$ cat config.mk
export PLATFORM = sky130hd
export DESIGN_NAME = one_wire_bus_master_top
export DESIGN_NICKNAME = d
export VERILOG_FILES = /design/src/rtl/ow_mst_pkg.sv /design/src/rtl/one_wire_bus_master_top.sv
export SDC_FILE = /design/constraint.sdc
export NUM_CORES = 1
export LEC_CHECK = 0
export ABC_CLOCK_PERIOD_IN_PS = 6700
export BUFFER_PORTS_ARGS = -buffer_cell sky130_fd_sc_hd__buf_2
export CAP_MARGIN = 15
export CORE_MARGIN = 2
export CORE_UTILIZATION = 37
export CTS_CLUSTER_DIAMETER = 80
export DETAILED_ROUTE_END_ITERATION = 6
export GPL_ROUTABILITY_DRIVEN = 1
export PLACE_DENSITY = 0.58
export SYNTH_ARGS = -nofsm -noshare
export SYNTH_HDL_FRONTEND = slang
export SYNTH_SLANG_ARGS = --single-unit
$ cat constraint.sdc
create_clock -name aclk -period 6.7 [get_ports aclk]
set_input_delay 2.01 -clock aclk [delete_from_list [all_inputs] [get_ports aclk]]
set_output_delay 2.01 -clock aclk [all_outputs]
set_load 0.01 [all_outputs]
$ cat src/rtl/ow_mst_pkg.sv
package ow_mst_pkg;

    // Width of one timing register.
    localparam int REG_WIDTH = 10;

    // Number of timing registers and their indexes.
    localparam int NUM_REGS = 7;
    localparam logic [2:0] REG_RESET_LOW     = 3'd0;
    localparam logic [2:0] REG_PRESENCE_WAIT = 3'd1;
    localparam logic [2:0] REG_RESET_RECOVER = 3'd2;
    localparam logic [2:0] REG_WRITE_ONE_LOW = 3'd3;
    localparam logic [2:0] REG_SLOT          = 3'd4;
    localparam logic [2:0] REG_READ_LOW      = 3'd5;
    localparam logic [2:0] REG_READ_WAIT     = 3'd6;

    // Register values after reset, in ticks.
    localparam logic [REG_WIDTH-1:0] DEF_RESET_LOW     = 10'd480;
    localparam logic [REG_WIDTH-1:0] DEF_PRESENCE_WAIT = 10'd80;
    localparam logic [REG_WIDTH-1:0] DEF_RESET_RECOVER = 10'd400;
    localparam logic [REG_WIDTH-1:0] DEF_WRITE_ONE_LOW = 10'd1;
    localparam logic [REG_WIDTH-1:0] DEF_SLOT          = 10'd60;
    localparam logic [REG_WIDTH-1:0] DEF_READ_LOW      = 10'd2;
    localparam logic [REG_WIDTH-1:0] DEF_READ_WAIT     = 10'd60;

    // Input operation codes.
    typedef enum logic [1:0] {
        OP_TICK  = 2'd0,
        OP_RESET = 2'd1,
        OP_WRITE = 2'd2,
        OP_READ  = 2'd3
    } op_t;

    // Bus phases, one-hot.
    typedef enum logic [8:0] {
        PH_IDLE        = 9'b000000001,
        PH_RST_LOW     = 9'b000000010,
        PH_RST_WAIT    = 9'b000000100,
        PH_RST_RECOVER = 9'b000001000,
        PH_WR_LOW      = 9'b000010000,
        PH_WR_WAIT     = 9'b000100000,
        PH_RD_LOW      = 9'b001000000,
        PH_RD_SAMPLE   = 9'b010000000,
        PH_RD_WAIT     = 9'b100000000
    } phase_t;

endpackage

$ cat src/rtl/one_wire_bus_master_top.sv
// 1-Wire bus master with reset/presence detect, byte write and byte read, bits sent
// least significant first. Each input beat is either a one-microsecond tick with the
// sampled bus level (operation 0) or a command (1 reset, 2 write byte, 3 read byte);
// commands are ignored while busy. Every input beat yields exactly one result beat
// with the drive-low level, busy, a done pulse, the presence flag and the last byte
// read. One beat is taken per clock cycle: the state update is a single combinational
// pass into the state and result registers, and the result register accepts a new
// beat in the same cycle in which the previous one is taken, so the rate is one beat
// per cycle whenever the result side is ready. The result beat appears in the cycle
// after the input beat is accepted. Timing registers are counted in ticks and are
// clamped to what a COUNT_WIDTH-bit counter can hold.
module one_wire_bus_master_top
    import ow_mst_pkg::*;
#(
    parameter int COUNT_WIDTH = 10
) (
    input  logic        aclk,
    input  logic        aresetn,
    // Input stream.
    input  logic        s_tvalid,
    output logic        s_tready,
    // [1:0] operation, [9:2] write_byte, [10] line_level, [15:11] zero
    input  logic [15:0] s_tdata,
    // Result stream.
    output logic        m_tvalid,
    input  logic        m_tready,
    // [0] drive_low, [1] busy_res, [2] done_res, [3] presence_seen,
    // [11:4] read_value, [15:12] zero
    output logic [15:0] m_tdata,
    // Configuration port.
    input  logic        psel,
    input  logic        penable,
    input  logic        pwrite,
    input  logic [4:0]  paddr,
    input  logic [31:0] pwdata,
    output logic [31:0] prdata,
    output logic        pready
);

    localparam int CW = COUNT_WIDTH;
    localparam int DW = (CW > REG_WIDTH) ? CW : REG_WIDTH;
    localparam logic [DW-1:0] CNT_MAX_W = DW'((1 << COUNT_WIDTH) - 1);
    localparam logic [CW-1:0] CNT_MAX = '1;

    // Clamp a register value to the counter range; zero acts as one unless allowed.
    function automatic logic [CW-1:0] clamp_dur(input logic [REG_WIDTH-1:0] v,
                                                 input logic allow_zero);
        logic [DW-1:0] w;
        w = DW'(v);
        if (w == '0 && !allow_zero) begin
            w = DW'(1);
        end
        if (w > CNT_MAX_W) begin
            w = CNT_MAX_W;
        end
        return w[CW-1:0];
    endfunction

    // Timing registers.
    logic [REG_WIDTH-1:0] rst_low_reg, pres_wait_reg, rst_rec_reg;
    logic [REG_WIDTH-1:0] wr1_low_reg, slot_reg, rd_low_reg, rd_wait_reg;

    // Bus state.
    phase_t        phase_reg, phase_next;
    logic [CW-1:0] cnt_reg, cnt_next;
    logic [2:0]    bit_reg, bit_next;
    logic [7:0]    shift_reg, shift_next;
    logic          pres_reg, pres_next;
    logic [7:0]    rdval_reg, rdval_next;
    logic          done;

    // Result register.
    logic          m_valid_reg, m_valid_next;
    logic [15:0]   m_data_reg, m_data_next;

    // Decoded input beat.
    op_t           in_op;
    logic [7:0]    in_byte;
    logic          in_line;
    logic          in_accept;

    // Clamped durations and the incremented count.
    logic [CW-1:0] d_rst_low, d_pres_wait, d_rst_rec, d_wr1_low, d_slot;
    logic [CW-1:0] d_rd_low, d_rd_wait, d_wr_low, cnt_inc;
    logic          cur_bit;
    logic          cfg_write;

    assign in_op    = op_t'(s_tdata[1:0]);
    assign in_byte  = s_tdata[9:2];
    assign in_line  = s_tdata[10];
    assign s_tready = !m_valid_reg || m_tready;
    assign in_accept = s_tvalid && s_tready;
    assign m_tvalid = m_valid_reg;
    assign m_tdata  = m_data_reg;

    assign d_rst_low   = clamp_dur(rst_low_reg, 1'b0);
    assign d_pres_wait = clamp_dur(pres_wait_reg, 1'b0);
    assign d_rst_rec   = clamp_dur(rst_rec_reg, 1'b1);
    assign d_wr1_low   = clamp_dur(wr1_low_reg, 1'b0);
    assign d_slot      = clamp_dur(slot_reg, 1'b0);
    assign d_rd_low    = clamp_dur(rd_low_reg, 1'b0);
    assign d_rd_wait   = clamp_dur(rd_wait_reg, 1'b1);
    assign cur_bit     = shift_reg[bit_reg];
    assign d_wr_low    = cur_bit ? d_wr1_low : d_slot;
    assign cnt_inc     = (cnt_reg < CNT_MAX) ? cnt_reg + CW'(1) : cnt_reg;

    // Configuration writes and reads.
    assign pready    = 1'b1;
    assign cfg_write = psel && penable && pwrite && pready;

    always_ff @(posedge aclk) begin
        if (!aresetn) begin
            rst_low_reg   <= DEF_RESET_LOW;
            pres_wait_reg <= DEF_PRESENCE_WAIT;
            rst_rec_reg   <= DEF_RESET_RECOVER;
            wr1_low_reg   <= DEF_WRITE_ONE_LOW;
            slot_reg      <= DEF_SLOT;
            rd_low_reg    <= DEF_READ_LOW;
            rd_wait_reg   <= DEF_READ_WAIT;
        end else if (cfg_write) begin
            case (paddr[4:2])
                REG_RESET_LOW:     rst_low_reg   <= pwdata[REG_WIDTH-1:0];
                REG_PRESENCE_WAIT: pres_wait_reg <= pwdata[REG_WIDTH-1:0];
                REG_RESET_RECOVER: rst_rec_reg   <= pwdata[REG_WIDTH-1:0];
                REG_WRITE_ONE_LOW: wr1_low_reg   <= pwdata[REG_WIDTH-1:0];
                REG_SLOT:          slot_reg      <= pwdata[REG_WIDTH-1:0];
                REG_READ_LOW:      rd_low_reg    <= pwdata[REG_WIDTH-1:0];
                REG_READ_WAIT:     rd_wait_reg   <= pwdata[REG_WIDTH-1:0];
                default: ;
            endcase
        end
    end

    always_comb begin
        case (paddr[4:2])
            REG_RESET_LOW:     prdata = 32'(rst_low_reg);
            REG_PRESENCE_WAIT: prdata = 32'(pres_wait_reg);
            REG_RESET_RECOVER: prdata = 32'(rst_rec_reg);
            REG_WRITE_ONE_LOW: prdata = 32'(wr1_low_reg);
            REG_SLOT:          prdata = 32'(slot_reg);
            REG_READ_LOW:      prdata = 32'(rd_low_reg);
            REG_READ_WAIT:     prdata = 32'(rd_wait_reg);
            default:           prdata = '0;
        endcase
    end

    // One state update per accepted beat.
    always_comb begin
        phase_next = phase_reg;
        cnt_next   = cnt_reg;
        bit_next   = bit_reg;
        shift_next = shift_reg;
        pres_next  = pres_reg;
        rdval_next = rdval_reg;
        done       = 1'b0;

        if (in_accept) begin
            if (in_op == OP_TICK) begin
                case (phase_reg)
                    PH_IDLE: ;
                    PH_RST_LOW: begin
                        if (cnt_inc >= d_rst_low) begin
                            cnt_next   = '0;
                            phase_next = PH_RST_WAIT;
                        end else begin
                            cnt_next = cnt_inc;
                        end
                    end
                    PH_RST_WAIT: begin
                        if (cnt_inc >= d_pres_wait) begin
                            cnt_next  = '0;
                            pres_next = !in_line;
                            if (d_rst_rec == '0) begin
                                phase_next = PH_IDLE;
                                bit_next   = '0;
                                done       = 1'b1;
                            end else begin
                                phase_next = PH_RST_RECOVER;
                            end
                        end else begin
                            cnt_next = cnt_inc;
                        end
                    end
                    PH_RST_RECOVER: begin
                        if (cnt_inc >= d_rst_rec) begin
                            cnt_next   = '0;
                            phase_next = PH_IDLE;
                            bit_next   = '0;
                            done       = 1'b1;
                        end else begin
                            cnt_next = cnt_inc;
                        end
                    end
                    PH_WR_LOW: begin
                        if (cnt_inc >= d_wr_low) begin
                            cnt_next = '0;
                            if (cur_bit) begin
                                phase_next = PH_WR_WAIT;
                            end else if (bit_reg == 3'd7) begin
                                phase_next = PH_IDLE;
                                bit_next   = '0;
                                done       = 1'b1;
                            end else begin
                                bit_next   = bit_reg + 3'd1;
                                phase_next = PH_WR_LOW;
                            end
                        end else begin
                            cnt_next = cnt_inc;
                        end
                    end
                    PH_WR_WAIT: begin
                        if (cnt_inc >= d_slot) begin
                            cnt_next = '0;
                            if (bit_reg == 3'd7) begin
                                phase_next = PH_IDLE;
                                bit_next   = '0;
                                done       = 1'b1;
                            end else begin
                                bit_next   = bit_reg + 3'd1;
                                phase_next = PH_WR_LOW;
                            end
                        end else begin
                            cnt_next = cnt_inc;
                        end
                    end
                    PH_RD_LOW: begin
                        if (cnt_inc >= d_rd_low) begin
                            cnt_next   = '0;
                            phase_next = PH_RD_SAMPLE;
                        end else begin
                            cnt_next = cnt_inc;
                        end
                    end
                    PH_RD_SAMPLE: begin
                        cnt_next = '0;
                        shift_next[bit_reg] = shift_reg[bit_reg] | in_line;
                        if (d_rd_wait != '0) begin
                            phase_next = PH_RD_WAIT;
                        end else if (bit_reg == 3'd7) begin
                            rdval_next = shift_next;
                            phase_next = PH_IDLE;
                            bit_next   = '0;
                            done       = 1'b1;
                        end else begin
                            bit_next   = bit_reg + 3'd1;
                            phase_next = PH_RD_LOW;
                        end
                    end
                    PH_RD_WAIT: begin
                        if (cnt_inc >= d_rd_wait) begin
                            cnt_next = '0;
                            if (bit_reg == 3'd7) begin
                                rdval_next = shift_reg;
                                phase_next = PH_IDLE;
                                bit_next   = '0;
                                done       = 1'b1;
                            end else begin
                                bit_next   = bit_reg + 3'd1;
                                phase_next = PH_RD_LOW;
                            end
                        end else begin
                            cnt_next = cnt_inc;
                        end
                    end
                    default: begin
                        phase_next = PH_IDLE;
                        cnt_next   = '0;
                    end
                endcase
            end else if (phase_reg == PH_IDLE) begin
                // A command starts its first phase; it does not count as a tick.
                cnt_next = '0;
                bit_next = '0;
                case (in_op)
                    OP_RESET: phase_next = PH_RST_LOW;
                    OP_WRITE: begin
                        shift_next = in_byte;
                        phase_next = PH_WR_LOW;
                    end
                    default: begin
                        shift_next = '0;
                        phase_next = PH_RD_LOW;
                    end
                endcase
            end
        end
    end

    // Result beat built from the updated state.
    always_comb begin
        m_valid_next = m_valid_reg;
        m_data_next  = m_data_reg;
        if (in_accept) begin
            m_valid_next = 1'b1;
            m_data_next  = {4'b0000, rdval_next, pres_next, done,
                            (phase_next != PH_IDLE),
                            (phase_next == PH_RST_LOW || phase_next == PH_WR_LOW ||
                             phase_next == PH_RD_LOW)};
        end else if (m_tready) begin
            m_valid_next = 1'b0;
        end
    end

    // State and result registers.
    always_ff @(posedge aclk) begin
        if (!aresetn) begin
            phase_reg   <= PH_IDLE;
            cnt_reg     <= '0;
            bit_reg     <= '0;
            shift_reg   <= '0;
            pres_reg    <= 1'b0;
            rdval_reg   <= '0;
            m_valid_reg <= 1'b0;
        end else begin
            phase_reg   <= phase_next;
            cnt_reg     <= cnt_next;
            bit_reg     <= bit_next;
            shift_reg   <= shift_next;
            pres_reg    <= pres_next;
            rdval_reg   <= rdval_next;
            m_valid_reg <= m_valid_next;
        end
    end

    always_ff @(posedge aclk) begin
        m_data_reg <= m_data_next;
    end

endmodule
==> flow_metrics.env, run 1 <==
export IMPL_p_leak_nw=3.923
export IMPL_stdcell_count=1363
export IMPL_fp_dieW_um=156.0
export IMPL_start_util_pct=37.77
export IMPL_p_total_mw=1.862
export IMPL_status="complete, no violations"
export IMPL_swShare_pct=28.26
export IMPL_setup_viol=0
export IMPL_antenna_cells=0
export IMPL_die_h_um=156.0
export IMPL_synth_ff_type="dfxtp_1"
export IMPL_critPathMaxStageDelay_ns=0.60
export IMPL_async_flop_share_pct=0
export IMPL_cts_setup_buffers=0
export IMPL_cts_buffers=17
export IMPL_root_buffer="clkbuf_16"
export IMPL_setup_tns_ns=0
export IMPL_h_tree_depth=4
export IMPL_hp_start="rd_wait_reg[7]"
export IMPL_fmax_mhz=176.2
export IMPL_period_needed_ns=5.674
export IMPL_ys_ff_latch=122
export IMPL_layout_drive_gt1_share_pct=12.62
export IMPL_grt_max_degree=51
export IMPL_area_growth_pct=10.80
export IMPL_cp_arrival_ns=3.66
export IMPL_fin_skew_ns=0.009899
export IMPL_yosysTopAreaCellShare_pct=25.75
export IMPL_clk_latency_ns=0.44
export IMPL_synth_area_leaders="dfxtp_1 (26%), ha_1 (11%), nand2_1 (7.2%)"
export IMPL_fin_area_um2=9475
export IMPL_cts_buffer_depth=2
export IMPL_place_ws_ns=1.047
export IMPL_p_per_area_nw_per_um2=196.5
export IMPL_min_period_over_period_pct=84.69
export IMPL_worst_hold_path_type="register to register"
export IMPL_gp_congestion=0.8776
export IMPL_placedCellCount=1331
export IMPL_min_to="rd_wait_reg[7]"
export IMPL_cap_violations=0
export IMPL_power_internal_mw=1.336
export IMPL_grt_ovfl_total=0
export IMPL_placed_cell_area_um2=8909
export IMPL_nets=1202
export IMPL_synth_area_um2=8552
export IMPL_grt_pass1_vias=7076
export IMPL_power_net_switching_mw=0.5260
export IMPL_top_level_ports=111
export IMPL_antenna_found_initial=0
export IMPL_ir_worst_vdd_mv=0.1743
export IMPL_slew_violations=0
export IMPL_grt_usage_pct=20.98
export IMPL_synth_edf_count=12
export IMPL_yosysUniqueCellTypes=84
export IMPL_drc=0
export IMPL_setup_slack_ns=1.026
export IMPL_vias_per_cell=5.497
export IMPL_end_kind="primary output"
export IMPL_clkTransAtPathRegs_ns=0.06
export IMPL_synth_area_per_cell_um2=8.239
export IMPL_grt_pass1_wl_mm=39.41
export IMPL_path_max_fanout=36
export IMPL_path_cells="buf_2 > mux4_2 > mux2_2 > buf_2"
export IMPL_rsz0062_at_grt="no"
export IMPL_cp_required_ns=4.69
export IMPL_core_um2=22640
export IMPL_first_pass_iters=5
export IMPL_post_drt_wl_per_cell_um=18.43
export IMPL_crit_type="primary input to primary output"
export IMPL_max_slew_margin_rel_pct=26.43
export IMPL_nFillCells=2337
export IMPL_hold_ws_ns=0.4780
export IMPL_r2r_start="cnt_reg[0]"
export IMPL_die_area_um2=24350
export IMPL_clkPwrFrac_pct=48.5
export IMPL_synthCells=1038
export IMPL_crit_path_frequent_cell="buf_2"
export IMPL_tightest_slew_ns=1.099
export IMPL_hold_buffers=0
export IMPL_clkSinkCount=122
export IMPL_startpoint_type="primary input"
export IMPL_numPortBuffers=54
export IMPL_drtIter0Drc=600
export IMPL_synth_top_cell_by_area="dfxtp_1"
export IMPL_r2r_cells=15
export IMPL_num_rows=55
export IMPL_via_count=7492
export IMPL_synth_seq_area_share_pct=29.96
export IMPL_comb_power_share_pct=10.5
export IMPL_regToRegSetupSlack_ns=1.65
export IMPL_holdPathStages=2
export IMPL_dp_final_hpwl_mm=18.41
export IMPL_final_util_pct=41.85
export IMPL_ys_warn_count=0
export IMPL_seq_power_share_pct=41.0
export IMPL_drt_total_wl_mm=25.13
export IMPL_cts_tree="done"
export IMPL_slowest_stage="buf_2"
export IMPL_hold_viol_final=0
export IMPL_largest_reg_flops=12
export IMPL_postRouteAntennaNets=0
export IMPL_ctsResizeCount=0
export IMPL_reg2reg_to="m_tdata[0]"
## synthesized netlist by cell type (6+ instances only)
| cell type | count |
|---|---|
| a211oi_1 | 10 |
| edfxtp_1 | 12 |
| buf_4 | 29 |
| and2_1 | 20 |
| mux2i_1 | 50 |
| o211ai_1 | 27 |
| nand4_1 | 13 |
| ha_1 | 77 |
| nor3_1 | 13 |
| buf_1 | 6 |
| a21oi_1 | 81 |
| clkbuf_1 | 36 |
| dfxtp_1 | 110 |
| o221ai_1 | 7 |
| nor4_1 | 9 |
| nand2b_1 | 19 |
| o21ai_0 | 36 |
| nand3_1 | 19 |
| nand2_1 | 165 |
| and3_1 | 9 |
| a221o_1 | 9 |
| nor2_1 | 62 |
| a31oi_1 | 7 |
| nor3b_1 | 10 |
| nor2b_1 | 9 |
| inv_1 | 70 |
## power groups by stage
stage	Combinational [mW]	Clock (mW)	Sequential, mW
detailed placement	0.193	0	0.780
global placement	0.192	0	0.779
finish	0.195	0.903	0.764
floorplan	0.141	0	0.778
CTS	0.194	0.915	0.763
global route	0.213	0.947	0.765
## cell type report
| class | count | area, um2 | area share (%) |
|---|---|---|---|
| multi-input cells | 790 | 5389 | 56.87 |
| flip-flops and latches | 122 | 2562 | 27.04 |
| clock buffers | 18 | 429.2 | 4.529 |
| well taps | 285 | 356.6 | 3.763 |
| repair buffers | 62 | 330.3 | 3.486 |
| inverters | 72 | 270.3 | 2.852 |
| clock inverters | 14 | 137.6 | 1.453 |
## cells in the final DEF (no fill, tap or decap), types with 5 or more instances in the layout
cell,n
nand2_1,165
dfxtp_1,110
a21oi_1,81
ha_1,77
inv_1,70
nor2_1,62
buf_2,54
mux2i_1,50
o21ai_0,36
o211ai_1,27
conb_1,27
and2_1,20
nand2b_1,19
nand3_1,19
clkbuf_16,17
nand4_1,13
nor3_1,12
edfxtp_1,12
a211oi_1,10
and3_1,9
nor2b_1,9
nor4_1,9
a221o_1,9
nor3b_1,9
buf_4,8
o221ai_1,7
a31oi_1,7
and4_1,5
xnor2_1,5
a22o_1,5
a31o_2,5
mux2_2,5
o21ai_1,5
## logic make-up (layout without fill, tap and decap cells)
group	count (synthesis)	count (layout)	synth area share, %
DFF	122	122	29.96
buffers and inverters	151	166	8.237
adders and majority gates	77	77	11.27
other	2	27	0.08782
xor gates and xnor gates	8	8	0.8193
AOI/OAI and AO/OA	236	236	18.90
and+or+nand+nor	382	382	22.90
muxes	60	60	7.827
## worst max-delay path: cells and delay by family
kind,cells,cell delay (ns)
buf+inv,2,0.75
mux,2,0.89
## how the worst max path moves through the flow
stage / start / to / slack [ns] / cells after the start
floorplan: paddr[2] / prdata[3] / 1.14 / 6
global placement: paddr[2] / prdata[7] / 1.05 / 4
detailed placement: paddr[2] / prdata[7] / 1.05 / 4
CTS: paddr[2] / prdata[7] / 1.04 / 4
global route: paddr[2] / prdata[2] / 0.95 / 6
finish: paddr[2] / prdata[7] / 1.03 / 4
## per-layer routing
| metal | global-route usage, % | wire length, um | vias up |
|---|---|---|---|
| li1 | - | - | 3712 |
| met1 | 28.94 | 12090 | 3522 |
| met3 | 4.306 | 1425 | 36 |
| met2 | 33.19 | 11130 | 222 |
| met5 | 0 | 0 | - |
| met4 | 5.985 | 481 | 0 |
(Power assumes the default switching activity.)
==> run 2, diff against run 1 <==
- ABC_AREA: unset -> 1
- ABC_CLOCK_PERIOD_IN_PS: 6700 -> 5500
- clock period: 6.7 -> 5.5 ns (I/O delays scaled with it)
==> flow_metrics.env, run 2 <==
export IMPL_critPathMaxStageDelay_ns=0.38
export IMPL_slew_violations=0
export IMPL_yosysUniqueCellTypes=58
export IMPL_max_slew_margin_rel_pct=44.43
export IMPL_drt_total_wl_mm=26.43
export IMPL_rsz0062_at_grt="no"
export IMPL_hold_buffers=0
export IMPL_synth_ff_type="dfxtp_1"
export IMPL_ctsResizeCount=0
export IMPL_cts_buffer_depth=2
export IMPL_fmax_mhz=209.0
export IMPL_endpoint="prdata[1]"
export IMPL_startpoint="paddr[3]"
export IMPL_gp_congestion=0.9591
export IMPL_synth_seq_area_share_pct=29.91
export IMPL_top_level_ports=111
export IMPL_first_pass_iters=5
export IMPL_cts_buffers=17
export IMPL_nets=1434
export IMPL_largest_reg_flops=12
export IMPL_layout_drive_gt1_share_pct=11.31
export IMPL_h_tree_depth=4
export IMPL_slowest_stage="nor3_1"
export IMPL_setup_viol=0
export IMPL_synth_top_cell_by_area="dfxtp_1"
export IMPL_die_h_um=156.2
export IMPL_final_cell_mix="nand2_1 (249), inv_1 (162), a21oi_1 (127), o21ai_0 (115), dfxtp_1 (110)"
export IMPL_path_cells="buf_2 > inv_1 > nor3_1 > inv_1 > o21ai_0 > a211oi_1 > o221ai_1 > buf_2"
export IMPL_numPortBuffers=54
export IMPL_root_buffer="clkbuf_16"
export IMPL_p_leak_nw=4.386
export IMPL_path_max_fanout=8
export IMPL_end_kind="primary output"
export IMPL_via_count=8335
export IMPL_hold_viol_final=0
export IMPL_synth_area_per_cell_um2=6.871
export IMPL_netlist_top_cells_count="nand2_1 (249), inv_1 (162), a21oi_1 (127), o21ai_0 (117), dfxtp_1 (110)"
export IMPL_synth_area_um2=8568
export IMPL_async_flop_share_pct=0
export IMPL_synthCells=1247
export IMPL_reg2reg_to="m_tdata[2]"
export IMPL_area_growth_pct=12.32
export IMPL_status="complete, no violations"
export IMPL_clk_latency_ns=0.43
export IMPL_grt_pass1_wl_mm=41.41
export IMPL_p_per_area_nw_per_um2=247.8
export IMPL_core_um2=22710
export IMPL_cap_violations=0
export IMPL_drtIter0Drc=638
export IMPL_cp_required_ns=3.85
export IMPL_fin_skew_ns=0.01107
export IMPL_antenna_cells=0
export IMPL_fp_dieW_um=156.2
export IMPL_hold_ws_ns=0.4678
export IMPL_synth_area_leaders="dfxtp_1 (26%), ha_1 (11%), nand2_1 (11%)"
export IMPL_post_drt_wl_per_cell_um=16.58
export IMPL_startpoint_type="primary input"
export IMPL_vias_per_cell=5.229
export IMPL_regToRegSetupSlack_ns=1.32
export IMPL_period_needed_ns=4.785
export IMPL_cts_tree="done"
export IMPL_layout_commonest_cell="nand2_1"
export IMPL_grt_ovfl_total=0
export IMPL_setup_tns_ns=0
export IMPL_grt_pass1_vias=7514
export IMPL_cts_setup_buffers=0
export IMPL_start_util_pct=37.73
export IMPL_dp_final_hpwl_mm=19.72
export IMPL_r2r_start="cnt_reg[0]"
export IMPL_yosysTopAreaCellShare_pct=25.70
export IMPL_clkSinkCount=122
export IMPL_ys_warn_count=0
export IMPL_grt_max_degree=44
export IMPL_clkTransAtPathRegs_ns=0.06
export IMPL_crit_type="primary input to primary output"
export IMPL_die_area_um2=24390
export IMPL_ir_worst_vdd_mv=0.1949
export IMPL_min_period_over_period_pct=86.99
export IMPL_num_rows=55
export IMPL_antenna_found_initial=0
export IMPL_synth_most_common_cell="nand2_1"
export IMPL_tightest_slew_ns=0.8335
export IMPL_drc=0
export IMPL_r2r_cells=18
export IMPL_grt_usage_pct=22.09
export IMPL_cp_arrival_ns=3.13
export IMPL_ys_ff_latch=122
export IMPL_worst_hold_path_type="register to register"
export IMPL_postRouteAntennaNets=0
export IMPL_synth_edf_count=12
run 2: cell types whose count changed after synthesis, sizes merged, moves of 14 or more:
cell,change
mux2i,-49
o211ai,-16
nor2,+36
o22ai,+19
nand3,+27
inv,+107
o21ai,+85
and2,-21
nand2,+94
a21oi,+48
clkbuf,-14
nand2b,-19
run 2: worst min path at each step:
stage                                  end              from  cells past startpoint
after global routing            cnt_reg[4]        cnt_reg[4]                      2
after floorplan           pres_wait_reg[0]  pres_wait_reg[0]                      2
final                           cnt_reg[4]        cnt_reg[4]                      2
after detailed placement        cnt_reg[4]        cnt_reg[4]                      2
after global placement          cnt_reg[4]        cnt_reg[4]                      2
after CTS                       cnt_reg[4]        cnt_reg[4]                      2
run 2: report_power, final:
part / internal [mW] / switching, mW
clock network: 0.727 / 0.450
registers: 0.919 / 0.0127
logic: 0.0822 / 0.195
total: 1.73 / 0.657
run 2: area by class of cell:
class / instances / area (um2)
Sequential cell: 122 / 2562
Tap cell: 285 / 356.6
Clock inverter: 13 / 165.2
Inverter: 181 / 681.9
Timing Repair Buffer: 64 / 345.3
Multi-Input combinational cell: 911 / 5074
Clock buffer: 18 / 439.2
Fill cell: 2427 / 13090
run 2: cells by family after synthesis:
kind of cell               synth area share [%]
DFF                                       29.91
xor gates and xnor gates                 0.5111
other                                   0.08765
muxes                                    0.2337
AOI/OAI and AO/OA                         21.44
adders and majority gates                 11.24
and+or+nand+nor                           24.61
buffers and inverters                     11.97
run 2: metal layers:
| metal | wire [um] | vias up | track usage (%) |
|---|---|---|---|
| li1 | - | 4244 | - |
| met3 | 1389 | 37 | 3.278 |
| met2 | 11720 | 273 | 34.83 |
| met1 | 12850 | 3781 | 31.28 |
| met4 | 474 | 0 | 6.466 |
| met5 | 0 | - | 0 |
run 2: critical path, delay by kind of cell:
kind,cells,cell delay (ns)
AOI/OAI and AO/OA,3,0.46
buffers and inverters,4,0.66
and+or+nand+nor,1,0.38
run 2: stage by stage:
stage / area (um2) / setup WS (ns) / std cells / power, mW / utilization [%]
detailed placement: 9020 / 0.7726 / 1563 / 1.224 / 39.72
global route: 9624 / 0.5709 / 1594 / 2.476 / 42.38
CTS: 9624 / 0.7488 / 1594 / 2.399 / 42.38
finish: 9624 / 0.7153 / 1594 / 2.385 / 42.38
floorplan: 8662 / 1.271 / 1272 / 1.149 / -
global placement: 9020 / 0.7542 / 1563 / 1.222 / 39.72
